[config.mk]
export PLATFORM = sky130hd
export DESIGN_NAME = decimal_entry_calculator_top
export DESIGN_NICKNAME = d
export VERILOG_FILES = /design/src/rtl/core/dec_calc_pkg.sv /design/src/rtl/core/dec_calc_front.sv /design/src/rtl/core/dec_calc_queue.sv /design/src/rtl/core/dec_calc_back.sv /design/src/rtl/core/decimal_entry_calculator_top.sv
export VERILOG_INCLUDE_DIRS = /design/src /design/src/rtl/core
export SDC_FILE = /design/constraint.sdc
export NUM_CORES = 2
export LEC_CHECK = 0
export BUFFER_PORTS_ARGS = -buffer_cell sky130_fd_sc_hd__buf_2
export CORE_UTILIZATION = 45
export DETAILED_ROUTE_END_ITERATION = 8
export RECOVER_POWER = 100
export SKIP_LAST_GASP = 1
export SYNTH_ARGS = -nofsm -noshare
export SYNTH_HDL_FRONTEND = slang
export SYNTH_SLANG_ARGS = --single-unit
[constraint.sdc]
create_clock -name clk -period 17.4 [get_ports clk]
set_input_delay 1.74 -clock clk [delete_from_list [all_inputs] [get_ports clk]]
set_output_delay 1.74 -clock clk [all_outputs]
set_load 0.1 [all_outputs]
[src/rtl/core/decimal_entry_calculator_top_defines.svh]
// ---------------------------------------------------------------------------
// Assertion macros for the decimal entry calculator.
// Both macros sample on clk and are disabled while arst_n is low.
// ---------------------------------------------------------------------------
`ifndef DECIMAL_ENTRY_CALCULATOR_TOP_DEFINES_SVH
`define DECIMAL_ENTRY_CALCULATOR_TOP_DEFINES_SVH

// The property must hold in the same cycle as its trigger.
`define DC_ASSERT_SAME(label, trig, prop, msg) \
	label: assert property (@(posedge clk) disable iff (!arst_n) (trig) |-> (prop)) \
		else $error(msg);

// The property must hold in the cycle after its trigger.
`define DC_ASSERT_NEXT(label, trig, prop, msg) \
	label: assert property (@(posedge clk) disable iff (!arst_n) (trig) |=> (prop)) \
		else $error(msg);

`endif

[src/rtl/core/dec_calc_pkg.sv]
// ---------------------------------------------------------------------------
// dec_calc_pkg
// Shared types and constants of the decimal entry calculator.
// ---------------------------------------------------------------------------
package dec_calc_pkg;

	localparam int WORD_W = 32;
	localparam int BYTE_W = 8;

	// Queue between the front and the back.
	localparam int QUEUE_DEPTH = 2;
	localparam int QPTR_W      = (QUEUE_DEPTH > 1) ? $clog2(QUEUE_DEPTH) : 1;
	localparam int QCNT_W      = $clog2(QUEUE_DEPTH + 1);

	// One quotient bit per divider step.
	localparam int DIV_STEPS = WORD_W;
	localparam int DIV_CNT_W = $clog2(DIV_STEPS);

	typedef enum logic [1:0] {
		OP_ADD = 2'd0,
		OP_SUB = 2'd1,
		OP_MUL = 2'd2,
		OP_DIV = 2'd3
	} op_t;

	localparam logic REQ_CHAR   = 1'b0;
	localparam logic REQ_BUTTON = 1'b1;

	localparam logic RES_ECHO   = 1'b0;
	localparam logic RES_ANSWER = 1'b1;

	localparam logic [BYTE_W-1:0] CHAR_0     = 8'h30;
	localparam logic [BYTE_W-1:0] CHAR_9     = 8'h39;
	localparam logic [BYTE_W-1:0] CHAR_PLUS  = 8'h2B;
	localparam logic [BYTE_W-1:0] CHAR_MINUS = 8'h2D;
	localparam logic [BYTE_W-1:0] CHAR_STAR  = 8'h2A;
	localparam logic [BYTE_W-1:0] CHAR_SLASH = 8'h2F;

	typedef struct packed {
		logic              req_type;
		logic [BYTE_W-1:0] char_byte;
	} req_t;

	typedef struct packed {
		logic                     result_kind;
		logic [BYTE_W-1:0]        echo_byte;
		logic signed [WORD_W-1:0] left_value;
		logic [1:0]               operation;
		logic signed [WORD_W-1:0] right_value;
		logic signed [WORD_W-1:0] answer;
		logic                     divide_by_zero;
	} res_t;

	// Work handed from the front to the back.
	typedef struct packed {
		logic              is_answer;
		logic [BYTE_W-1:0] echo_byte;
		logic [WORD_W-1:0] left_value;
		op_t               operation;
		logic [WORD_W-1:0] right_value;
	} cmd_t;

	typedef struct packed {
		logic full;
		logic empty;
	} qstat_t;

endpackage

[src/rtl/core/dec_calc_front.sv]
// ---------------------------------------------------------------------------
// dec_calc_front
// Accepts requests, keeps the operand entry state and queues the work.
// ---------------------------------------------------------------------------
module dec_calc_front (
	input  logic                clk,
	input  logic                arst_n,
	input  logic                req_valid,
	output logic                req_stall,
	input  dec_calc_pkg::req_t  req,
	input  dec_calc_pkg::qstat_t qstat,
	output logic                push,
	output dec_calc_pkg::cmd_t  push_cmd
);

	logic [dec_calc_pkg::WORD_W-1:0] first_q;
	logic [dec_calc_pkg::WORD_W-1:0] second_q;
	logic                            on_second_q;
	logic                            digit_seen_q;
	dec_calc_pkg::op_t               op_q;

	logic                            accept;
	logic                            is_button;
	logic                            is_digit;
	logic                            is_oper;
	dec_calc_pkg::op_t               oper_code;
	logic [3:0]                      digit;
	logic [dec_calc_pkg::WORD_W-1:0] acc_sel;
	logic [dec_calc_pkg::WORD_W-1:0] acc_next;

	always_comb begin
		is_digit  = 1'b0;
		is_oper   = 1'b0;
		oper_code = dec_calc_pkg::OP_ADD;
		unique case (req.char_byte) inside
			[dec_calc_pkg::CHAR_0:dec_calc_pkg::CHAR_9]: begin
				is_digit = 1'b1;
			end
			dec_calc_pkg::CHAR_PLUS: begin
				is_oper   = 1'b1;
				oper_code = dec_calc_pkg::OP_ADD;
			end
			dec_calc_pkg::CHAR_MINUS: begin
				is_oper   = 1'b1;
				oper_code = dec_calc_pkg::OP_SUB;
			end
			dec_calc_pkg::CHAR_STAR: begin
				is_oper   = 1'b1;
				oper_code = dec_calc_pkg::OP_MUL;
			end
			dec_calc_pkg::CHAR_SLASH: begin
				is_oper   = 1'b1;
				oper_code = dec_calc_pkg::OP_DIV;
			end
			default: begin
				is_digit = 1'b0;
			end
		endcase
	end

	assign req_stall = qstat.full;
	assign accept    = req_valid && !qstat.full;
	assign is_button = (req.req_type == dec_calc_pkg::REQ_BUTTON);

	// A button with the first operand selected produces nothing.
	assign push = accept && (!is_button || on_second_q);

	always_comb begin
		push_cmd.is_answer   = is_button;
		push_cmd.echo_byte   = is_button ? '0 : req.char_byte;
		push_cmd.left_value  = first_q;
		push_cmd.operation   = op_q;
		push_cmd.right_value = second_q;
	end

	// Times ten as two shifted copies added together.
	assign digit    = 4'(req.char_byte - dec_calc_pkg::CHAR_0);
	assign acc_sel  = on_second_q ? second_q : first_q;
	assign acc_next = digit_seen_q
		? (acc_sel << 3) + (acc_sel << 1) + dec_calc_pkg::WORD_W'(digit)
		: dec_calc_pkg::WORD_W'(digit);

	always_ff @(posedge clk or negedge arst_n) begin
		if (!arst_n) begin
			first_q      <= '0;
			second_q     <= '0;
			on_second_q  <= 1'b0;
			digit_seen_q <= 1'b0;
			op_q         <= dec_calc_pkg::OP_ADD;
		end else if (accept) begin
			if (is_button) begin
				if (on_second_q) begin
					on_second_q  <= 1'b0;
					digit_seen_q <= 1'b0;
				end
			end else if (is_digit) begin
				digit_seen_q <= 1'b1;
				if (on_second_q) begin
					second_q <= acc_next;
				end else begin
					first_q <= acc_next;
				end
			end else if (is_oper) begin
				op_q         <= oper_code;
				digit_seen_q <= 1'b0;
				on_second_q  <= 1'b1;
			end
		end
	end

endmodule

[src/rtl/core/dec_calc_queue.sv]
// ---------------------------------------------------------------------------
// dec_calc_queue
// Short register queue that decouples the front from the back.
// ---------------------------------------------------------------------------
module dec_calc_queue (
	input  logic                 clk,
	input  logic                 arst_n,
	input  logic                 push,
	input  dec_calc_pkg::cmd_t   push_cmd,
	input  logic                 pop,
	output dec_calc_pkg::cmd_t   head,
	output dec_calc_pkg::qstat_t qstat
);

	dec_calc_pkg::cmd_t                entry_q [dec_calc_pkg::QUEUE_DEPTH];
	logic [dec_calc_pkg::QPTR_W-1:0]   wr_ptr_q;
	logic [dec_calc_pkg::QPTR_W-1:0]   rd_ptr_q;
	logic [dec_calc_pkg::QCNT_W-1:0]   count_q;

	function automatic logic [dec_calc_pkg::QPTR_W-1:0] ptr_inc(
		input logic [dec_calc_pkg::QPTR_W-1:0] ptr
	);
		if (ptr == dec_calc_pkg::QPTR_W'(dec_calc_pkg::QUEUE_DEPTH - 1)) begin
			return '0;
		end
		return ptr + 1'b1;
	endfunction

	assign head        = entry_q[rd_ptr_q];
	assign qstat.full  = (count_q == dec_calc_pkg::QCNT_W'(dec_calc_pkg::QUEUE_DEPTH));
	assign qstat.empty = (count_q == '0);

	always_ff @(posedge clk) begin
		if (push) begin
			entry_q[wr_ptr_q] <= push_cmd;
		end
	end

	always_ff @(posedge clk or negedge arst_n) begin
		if (!arst_n) begin
			wr_ptr_q <= '0;
			rd_ptr_q <= '0;
			count_q  <= '0;
		end else begin
			if (push) begin
				wr_ptr_q <= ptr_inc(wr_ptr_q);
			end
			if (pop) begin
				rd_ptr_q <= ptr_inc(rd_ptr_q);
			end
			if (push && !pop) begin
				count_q <= count_q + 1'b1;
			end else if (pop && !push) begin
				count_q <= count_q - 1'b1;
			end
		end
	end

endmodule

[src/rtl/core/dec_calc_back.sv]
// ---------------------------------------------------------------------------
// dec_calc_back
// Executes queued work: echoes, arithmetic and an iterative divider.
// ---------------------------------------------------------------------------
module dec_calc_back (
	input  logic                 clk,
	input  logic                 arst_n,
	input  dec_calc_pkg::qstat_t qstat,
	input  dec_calc_pkg::cmd_t   head,
	output logic                 pop,
	output logic                 res_valid,
	input  logic                 res_stall,
	output dec_calc_pkg::res_t   res
);

	typedef enum logic [2:0] {
		B_IDLE   = 3'b001,
		B_DIV    = 3'b010,
		B_FINISH = 3'b100
	} back_state_t;

	localparam int W = dec_calc_pkg::WORD_W;

	back_state_t                      state_q;
	dec_calc_pkg::cmd_t               cmd_q;
	logic [W-1:0]                     rem_q;
	logic [W-1:0]                     quo_q;
	logic [W-1:0]                     div_q;
	logic [dec_calc_pkg::DIV_CNT_W-1:0] cnt_q;
	logic                             neg_q;
	logic                             res_valid_q;
	dec_calc_pkg::res_t               res_q;

	logic                             out_free;
	logic                             load;
	logic                             start_div;
	logic [W-1:0]                     mag_left;
	logic [W-1:0]                     mag_right;
	logic [W:0]                       rem_sh;
	logic [W:0]                       diff;
	logic [W-1:0]                     product;
	dec_calc_pkg::res_t               res_next;

	assign out_free  = !res_valid_q || !res_stall;
	assign pop       = (state_q == B_IDLE) && !qstat.empty;
	assign load      = (state_q == B_FINISH) && out_free;
	assign start_div = head.is_answer && (head.operation == dec_calc_pkg::OP_DIV)
		&& (head.right_value != '0);

	assign mag_left  = head.left_value[W-1]  ? '0 - head.left_value  : head.left_value;
	assign mag_right = head.right_value[W-1] ? '0 - head.right_value : head.right_value;

	// One restoring step per cycle.
	assign rem_sh = {rem_q, quo_q[W-1]};
	assign diff   = rem_sh - {1'b0, div_q};

	assign product = cmd_q.left_value * cmd_q.right_value;

	always_comb begin
		res_next = '0;
		if (!cmd_q.is_answer) begin
			res_next.result_kind = dec_calc_pkg::RES_ECHO;
			res_next.echo_byte   = cmd_q.echo_byte;
		end else begin
			res_next.result_kind = dec_calc_pkg::RES_ANSWER;
			res_next.left_value  = cmd_q.left_value;
			res_next.operation   = cmd_q.operation;
			res_next.right_value = cmd_q.right_value;
			case (cmd_q.operation)
				dec_calc_pkg::OP_ADD: res_next.answer = cmd_q.left_value + cmd_q.right_value;
				dec_calc_pkg::OP_SUB: res_next.answer = cmd_q.left_value - cmd_q.right_value;
				dec_calc_pkg::OP_MUL: res_next.answer = product;
				default: begin
					if (cmd_q.right_value == '0) begin
						res_next.divide_by_zero = 1'b1;
					end else begin
						res_next.answer = neg_q ? '0 - quo_q : quo_q;
					end
				end
			endcase
		end
	end

	always_ff @(posedge clk) begin
		if (pop) begin
			cmd_q <= head;
			rem_q <= '0;
			quo_q <= mag_left;
			div_q <= mag_right;
			neg_q <= head.left_value[W-1] ^ head.right_value[W-1];
		end else if (state_q == B_DIV) begin
			if (!diff[W]) begin
				rem_q <= diff[W-1:0];
				quo_q <= {quo_q[W-2:0], 1'b1};
			end else begin
				rem_q <= rem_sh[W-1:0];
				quo_q <= {quo_q[W-2:0], 1'b0};
			end
		end
		if (load) begin
			res_q <= res_next;
		end
	end

	always_ff @(posedge clk or negedge arst_n) begin
		if (!arst_n) begin
			state_q     <= B_IDLE;
			cnt_q       <= '0;
			res_valid_q <= 1'b0;
		end else begin
			unique case (state_q)
				B_IDLE: begin
					if (pop) begin
						cnt_q   <= '0;
						state_q <= start_div ? B_DIV : B_FINISH;
					end
				end
				B_DIV: begin
					cnt_q <= cnt_q + 1'b1;
					if (cnt_q == dec_calc_pkg::DIV_CNT_W'(dec_calc_pkg::DIV_STEPS - 1)) begin
						state_q <= B_FINISH;
					end
				end
				B_FINISH: begin
					if (out_free) begin
						state_q <= B_IDLE;
					end
				end
				default: begin
					state_q <= B_IDLE;
				end
			endcase
			if (load) begin
				res_valid_q <= 1'b1;
			end else if (!res_stall) begin
				res_valid_q <= 1'b0;
			end
		end
	end

	assign res_valid = res_valid_q;
	assign res       = res_q;

endmodule

[src/rtl/core/decimal_entry_calculator_top.sv]
// ---------------------------------------------------------------------------
// decimal_entry_calculator_top
// Four-function calculator fed by serial characters and button presses.
// ---------------------------------------------------------------------------
//
//   Channel  Handshake             Payload               Direction
//   req      req_valid/req_stall   dec_calc_pkg::req_t   into the block
//   res      res_valid/res_stall   dec_calc_pkg::res_t   out of the block
//
// The front takes one request per cycle while its two-entry queue has room.
// The back handles an echo, an add, a subtract or a multiply by dequeuing it
// and then executing into the result register, and a division through the
// restoring divider that yields one quotient bit a cycle.
// Reset is asynchronous and active low; it clears the operands, the entry
// state, the queue pointers and the result valid flag.
// A stall on the result side holds the back, which fills the queue and then
// raises req_stall; a request causes at most one result.
// ---------------------------------------------------------------------------

`include "decimal_entry_calculator_top_defines.svh"

module decimal_entry_calculator_top (
	input  logic               clk,
	input  logic               arst_n,
	input  logic               req_valid,
	output logic               req_stall,
	input  dec_calc_pkg::req_t req,
	output logic               res_valid,
	input  logic               res_stall,
	output dec_calc_pkg::res_t res
);

	// Queue status, seen by both the front and the back.
	dec_calc_pkg::qstat_t qstat;

	// Work travelling from the front into the queue and out to the back.
	logic                 push;
	logic                 pop;
	dec_calc_pkg::cmd_t   push_cmd;
	dec_calc_pkg::cmd_t   head;

	// The front decodes each character and updates the operands at once, so
	// the queued work already carries the operand values that it needs.
	dec_calc_front u_front (
		.clk       (clk),
		.arst_n    (arst_n),
		.req_valid (req_valid),
		.req_stall (req_stall),
		.req       (req),
		.qstat     (qstat),
		.push      (push),
		.push_cmd  (push_cmd)
	);

	dec_calc_queue u_queue (
		.clk      (clk),
		.arst_n   (arst_n),
		.push     (push),
		.push_cmd (push_cmd),
		.pop      (pop),
		.head     (head),
		.qstat    (qstat)
	);

	// The back owns the result register, so a finished result can wait for
	// the consumer while the front keeps taking requests.
	dec_calc_back u_back (
		.clk       (clk),
		.arst_n    (arst_n),
		.qstat     (qstat),
		.head      (head),
		.pop       (pop),
		.res_valid (res_valid),
		.res_stall (res_stall),
		.res       (res)
	);

	// Every accepted character must leave work in the queue for its echo.
	`DC_ASSERT_NEXT(a_char_queued, req_valid && !req_stall && (req.req_type == dec_calc_pkg::REQ_CHAR), !qstat.empty, "accepted character left no queued echo")

	// An answer never carries an echoed byte.
	`DC_ASSERT_SAME(a_answer_no_echo, res_valid && (res.result_kind == dec_calc_pkg::RES_ANSWER), res.echo_byte == '0, "answer result carries an echo byte")

	// A zero divisor flag only comes with a division and a zero answer.
	`DC_ASSERT_SAME(a_div_zero_answer, res_valid && res.divide_by_zero, (res.answer == '0) && (res.operation == dec_calc_pkg::OP_DIV) && (res.right_value == '0), "divide by zero flag with inconsistent answer")

endmodule
Yosys cells after proc, flatten, opt, wreduce, memory -nomap -nowiden
Memory sizes are Yosys's and may differ from the RTL's.
Cells that the tools add are included.

word-level totals
  flip-flop bits (word level) = 361
  bits in writable memories = 150
  input port bits = 13
  output and inout port bits = 110
  word-level logic and storage cells = 150
  memories = 1

memory list
  name             depth  bits a word  read ports  clocked after memory_dff  write ports  line                  RTL
  u_queue.entry_q  2      75           1           0                         1            dec_calc_queue.sv:15  dec_calc_pkg::cmd_t entry_q [dec_calc_pkg::QUEUE_DEPTH];

cells by class
  add/subtract/negate cells = 14
  multipliers = 1
  magnitude comparators = 2
  equal/unequal tests = 18
  multiplexer cells = 45
  bitwise logic cells = 5
  reduce and logical (&&, ||, !) cells = 36

operators by type and width
  kind                                                            number
  two-way mux 32 bit                                              7
  case mux 32 bit (3 select lines)                                1
  subtractor 1 x 32 -> 32 bit, first input constant               3
  adder 32 bit                                                    2
  two-way mux 31 bit                                              2
  subtractor 33 x 32 -> 33 bit                                    1
  adder 32 x 4 -> 32 bit                                          1
  equality test 8 x 6 -> 1 bit, second input constant             4
  logical NOT 32 bit                                              1
  multiplier 32 x 32 -> 32 bit                                    1
  nonzero test 32 bit                                             1
  subtractor 32 bit                                               1
  two-way mux 1 bit                                               24
  two-way mux 3 bit                                               4
  AND reduction 4 bit                                             3
  case mux 5 bit (2 select lines)                                 1
  logical AND 1 bit                                               9
  case mux 3 bit (3 select lines)                                 1
  AND reduction 3 bit                                             3
  >= comparator 8 x 6 -> 1 bit, second input constant             1
  less-or-equal comparator 8 x 6 -> 1 bit, second input constant  1
  two-way mux 8 bit                                               1
  nonzero test 2 bit                                              4
  OR reduction 4 bit                                              2
  23 further kinds                                                42

Depth between registers and ports, before layout
  depth in word-level cells = 8
  mapped depth = 28
  depth with buffers taken out = 26

Hierarchy
Synthesis repeated with hierarchy kept, for this count alone.

second synthesis, totals
  cell total of the unflattened synthesis = 4111
  area, all modules = 43001.2 µm²

by module, submodules not included
  module          instances  cells each  area an instance (µm²)  seq. area each (µm²)
  dec_calc_back   1          3273        31926.9                 8284.2
  dec_calc_queue  1          249         5753.0                  4604.4
  dec_calc_front  1          589         5321.4                  1701.6

Least setup slack after synthesis
OpenSTA, ideal clock, no wires.

  path type = input port to flip-flop
  start = in res_stall
  end = reg u_back.res_q, in the netlist u_back.res[0], enable pin
  setup time = 0.611 ns
  data arrival time = 6.969 ns
  slack = 9.820 ns
  stages on the path = 1
  cell sequence = a21oi_1

on the way
  longest elaborated chain between the ends = 3

RTL lines
  item                  line                                RTL
  from (decl)           decimal_entry_calculator_top.sv:29  input logic res_stall,
  logical NOT 1 bit     dec_calc_back.sv:44                 assign out_free = !res_valid_q || !res_stall;
  logical OR 1 bit      dec_calc_back.sv:44
  logical AND 1 bit     dec_calc_back.sv:46                 assign load = (state_q == B_FINISH) && out_free;
  to (signal assigned)  dec_calc_back.sv:101                res_q <= res_next;
  to (decl)             dec_calc_back.sv:32                 dec_calc_pkg::res_t res_q;

Every way passes these cells.
A chain may end at the register's enable or synchronous reset.

Worst setup path after layout
  start = reg u_back.cmd_q[38] (netlist name)
  end = reg u_back.res_q, in the netlist u_back.res[31], data pin

on the way
  longest elaborated chain between the ends = 2
  elaborated cells on any way between the ends = 4
  classes of those cells = add/sub: 2; mul: 1; mux: 1

RTL lines
  item                                                  line                 RTL
  from (decl)                                           dec_calc_back.sv:25  dec_calc_pkg::cmd_t cmd_q;
  from (signal assigned)                                dec_calc_back.sv:86  cmd_q <= head;
  multiplier 32 x 32 -> 32 bit (tied with other cells)  dec_calc_back.sv:57  assign product = cmd_q.left_value * cmd_q.right_value;
  case mux 32 bit (3 select lines) *                    dec_calc_back.sv:69  case (cmd_q.operation)

Mark *: on every way between the ends. The rest lies on a longest branch, timed or not.

==> impl_metrics.json <==
{
  "die_y_um": 310,
  "synth.cell_area_um2": 42700,
  "clock_latency_ps": 690,
  "skew_ps": 28.4,
  "mostFrequentLayoutCell": "inv_1",
  "period_needed_ps": 8850,
  "grt_pass1_vias": 29900,
  "cts_setup_buffers": 0,
  "synthAdderAreaFrac_pct": 26.7,
  "dp_hpwl_mm": 82.6,
  "layout_common_cells": "inv_1, nand2_1, fa_1, edfxtp_1, and2_1",
  "async_flop_share_pct": 15.9,
  "post_cts_resized": 0,
  "antenna_left": 0,
  "crit_top_cell": "fa_1",
  "ys_types": 75,
  "grt_usage_pct": 24.2,
  "synthXorXnorAreaFrac_pct": 5.75,
  "cts_tree": "yes",
  "fmax_mhz": 113,
  "reg2reg_slack_ps": 8550,
  "clock_sinks": 510,
  "tns_ps": 0,
  "setup_viol": 0,
  "fin_crit_sh_pct": 50.8,
  "finalWirelength_mm": 113,
  "start_util_pct": 45.6,
  "status": "finished, violations left",
  "avgSynthCellArea_um2": 10.3,
  "cts_hold_buffers": 0,
  "post-route-util_pct": 49.3,
  "clockBufferDepth": 3,
  "vias": 29400,
  "ff2ff_path_depth": 26,
  "synth_top_family_by_area": "adder cells",
  "synth_warnings": 0,
  "syn-num-nets": 4825,
  "fin_nets": 4869,
  "routedWlPerCell_um": 20.5,
  "violations": "capacitance limit, slew limit",
  "maxSlewViolCount": 1001,
  "synth-simple-area-share_pct": 14.6,
  "dieArea_um2": 96000,
  "synth_seq_cells": 510,
  "syn_inst": 4148,
  "hp-class": "flip-flop to flip-flop",
  "crit_type": "flip-flop to flip-flop",
  "critPathArrivalTime_ps": 9370,
  "vias_per_cell": 5.35,
  "worst_pin_slew_ps": 4440,
  "numCtsBuffers": 57,
  "numPortBuffers": 122,
  "hold_depth": 0,
  "cap_violations": 19,
  "core-area_um2": 93600,
  "antenna_found_initial": 5,
  "startpoint_type": "flip-flop",
  "grt_setup_unrepaired": "false",
  "synth_compound_gate_area_share_pct": 8.84,
  "place_congestion": 0.917,
  "drive_gt1_share_pct": 4.95,
  "grt_max_degree": 76,
  "overflow": 0,
  "dr.pass1.iters": 5,
  "cp_slowest_stage_delay_ps": 1480,
  "synth_mux_area_share_pct": 3.92,
  "num_io_pins": 123,
  "synth_edf_count": 397,
  "grt_pass1_wl_mm": 176,
  "required_ps": 17930,
  "die_w_um": 310,
  "critPathCaptureType": "flip-flop",
  "rows": 112,
  "syn2layout_area_growth_pct": 8.12,
  "clk_pin_slew_ps": 60,
  "crit_fanout": 30,
  "final_hold_viol_count": 0,
  "cts-root-buf": "clkbuf_16",
  "slowest_stage": "clkbuf_1",
  "relSlewSlack_pct": -196,
  "drc": 0,
  "synthFlopType": "edfxtp_1",
  "synth_seq_area_share_pct": 34.2,
  "cts_max_level": 2,
  "drt-initial-drc-count": 1825
}
[cells in the mapped netlist (14+ instances only)]
cell	n	area, µm²
nand2_1	470	1760
a21oi_1	136	681
nor3_1	40	200
edfxtp_1	397	11900
dfrtp_1	80	2000
a21o_1	50	375
or3_1	17	106
fa_1	412	8250
nor2_1	169	634
xnor2_1	179	1570
nor2b_1	31	194
o21ai_0	222	1110
o21a_1	28	210
xor2_1	101	885
o21bai_1	14	105
and2_1	380	2380
inv_1	485	1820
mux2_2	79	890
nand2b_1	16	100
o31ai_1	25	188
mux2i_1	78	781
a31oi_1	19	119
clkbuf_1	179	672
o22ai_1	19	119
ha_1	252	3150
nand3_1	28	140
dfxtp_1	32	641
[cells by family (layout without fill, tap and decap cells)]
logic type,count (synthesis),in the layout
simple gates,1244,1244
buf+inv,681,774
fa+ha+maj,664,664
compound gates,612,612
flops,510,510
xor+xnor,280,280
mux,157,157
other cells,0,3
[state kept, by name, indices dropped and copies added (netlist names), 32 cells and up]
register          flops
u_back.div_q         32
u_queue.entry_q     150
u_back.res          108
u_back.cmd_q         74
u_back.rem_q         32
u_front.second_q     32
u_front.first_q      32
u_back.quo_q         32
[layer usage]
| metal | wire length [µm] | vias to the layer above | GRT usage, % |
|---|---|---|---|
| met5 | 0 | - | 0 |
| met2 | 52900 | 765 | 40.0 |
| li1 | - | 13900 | - |
| met4 | 3380 | 0 | 6.97 |
| met3 | 6470 | 171 | 2.81 |
| met1 | 50100 | 14600 | 33.4 |
[per-stage QoR]
step | instances | hold slack (ps) | area, µm² | worst slack, ps
finish | 5498 | 470 | 46100 | 8550
CTS | 5495 | 473 | 46400 | 9420
global route | 5495 | 493 | 46100 | 8080
global placement | 5387 | 448 | 44600 | 9550
detailed placement | 5387 | 460 | 44600 | 9400
floorplan | 4148 | 436 | 42700 | 9820
[path summary, 6_finish.rpt]
check | from | endpoint
setup / recovery | u_back.cmd_q[38] | u_back.res[31]
hold reg to reg | u_front.first_q[31] | u_queue.entry_q[1][65]
max in group asynchronous | arst_n | u_front.second_q[10]
setup reg to reg | u_back.cmd_q[38] | u_back.res[31]
min in group asynchronous | arst_n | u_back.cnt_q[1]
hold / removal | u_front.first_q[31] | u_queue.entry_q[1][65]
[worst max-delay path, delay by kind of cell (launching register included)]
family | cells | cell delay (ps)
AOI/OAI and AO/OA | 7 | 1830
and+or+nand+nor | 2 | 520
DFF | 1 | 320
adders and majority gates | 9 | 3820
buffers and inverters | 7 | 1830
muxes | 1 | 310
[area by class of cell]
type | count | area (µm²)
diodes | 3 | 7.51
clock buffers | 73 | 1510
clock inverters | 35 | 280
fillers | 8802 | 47500
inverters | 485 | 1820
multi-input cells | 2957 | 25500
flip-flops and latches | 510 | 14600
well taps | 1254 | 1570
repair buffers | 181 | 848
Power is not shown: default switching activity piles up to over one toggle a cycle in this logic, so the estimate is an artifact.
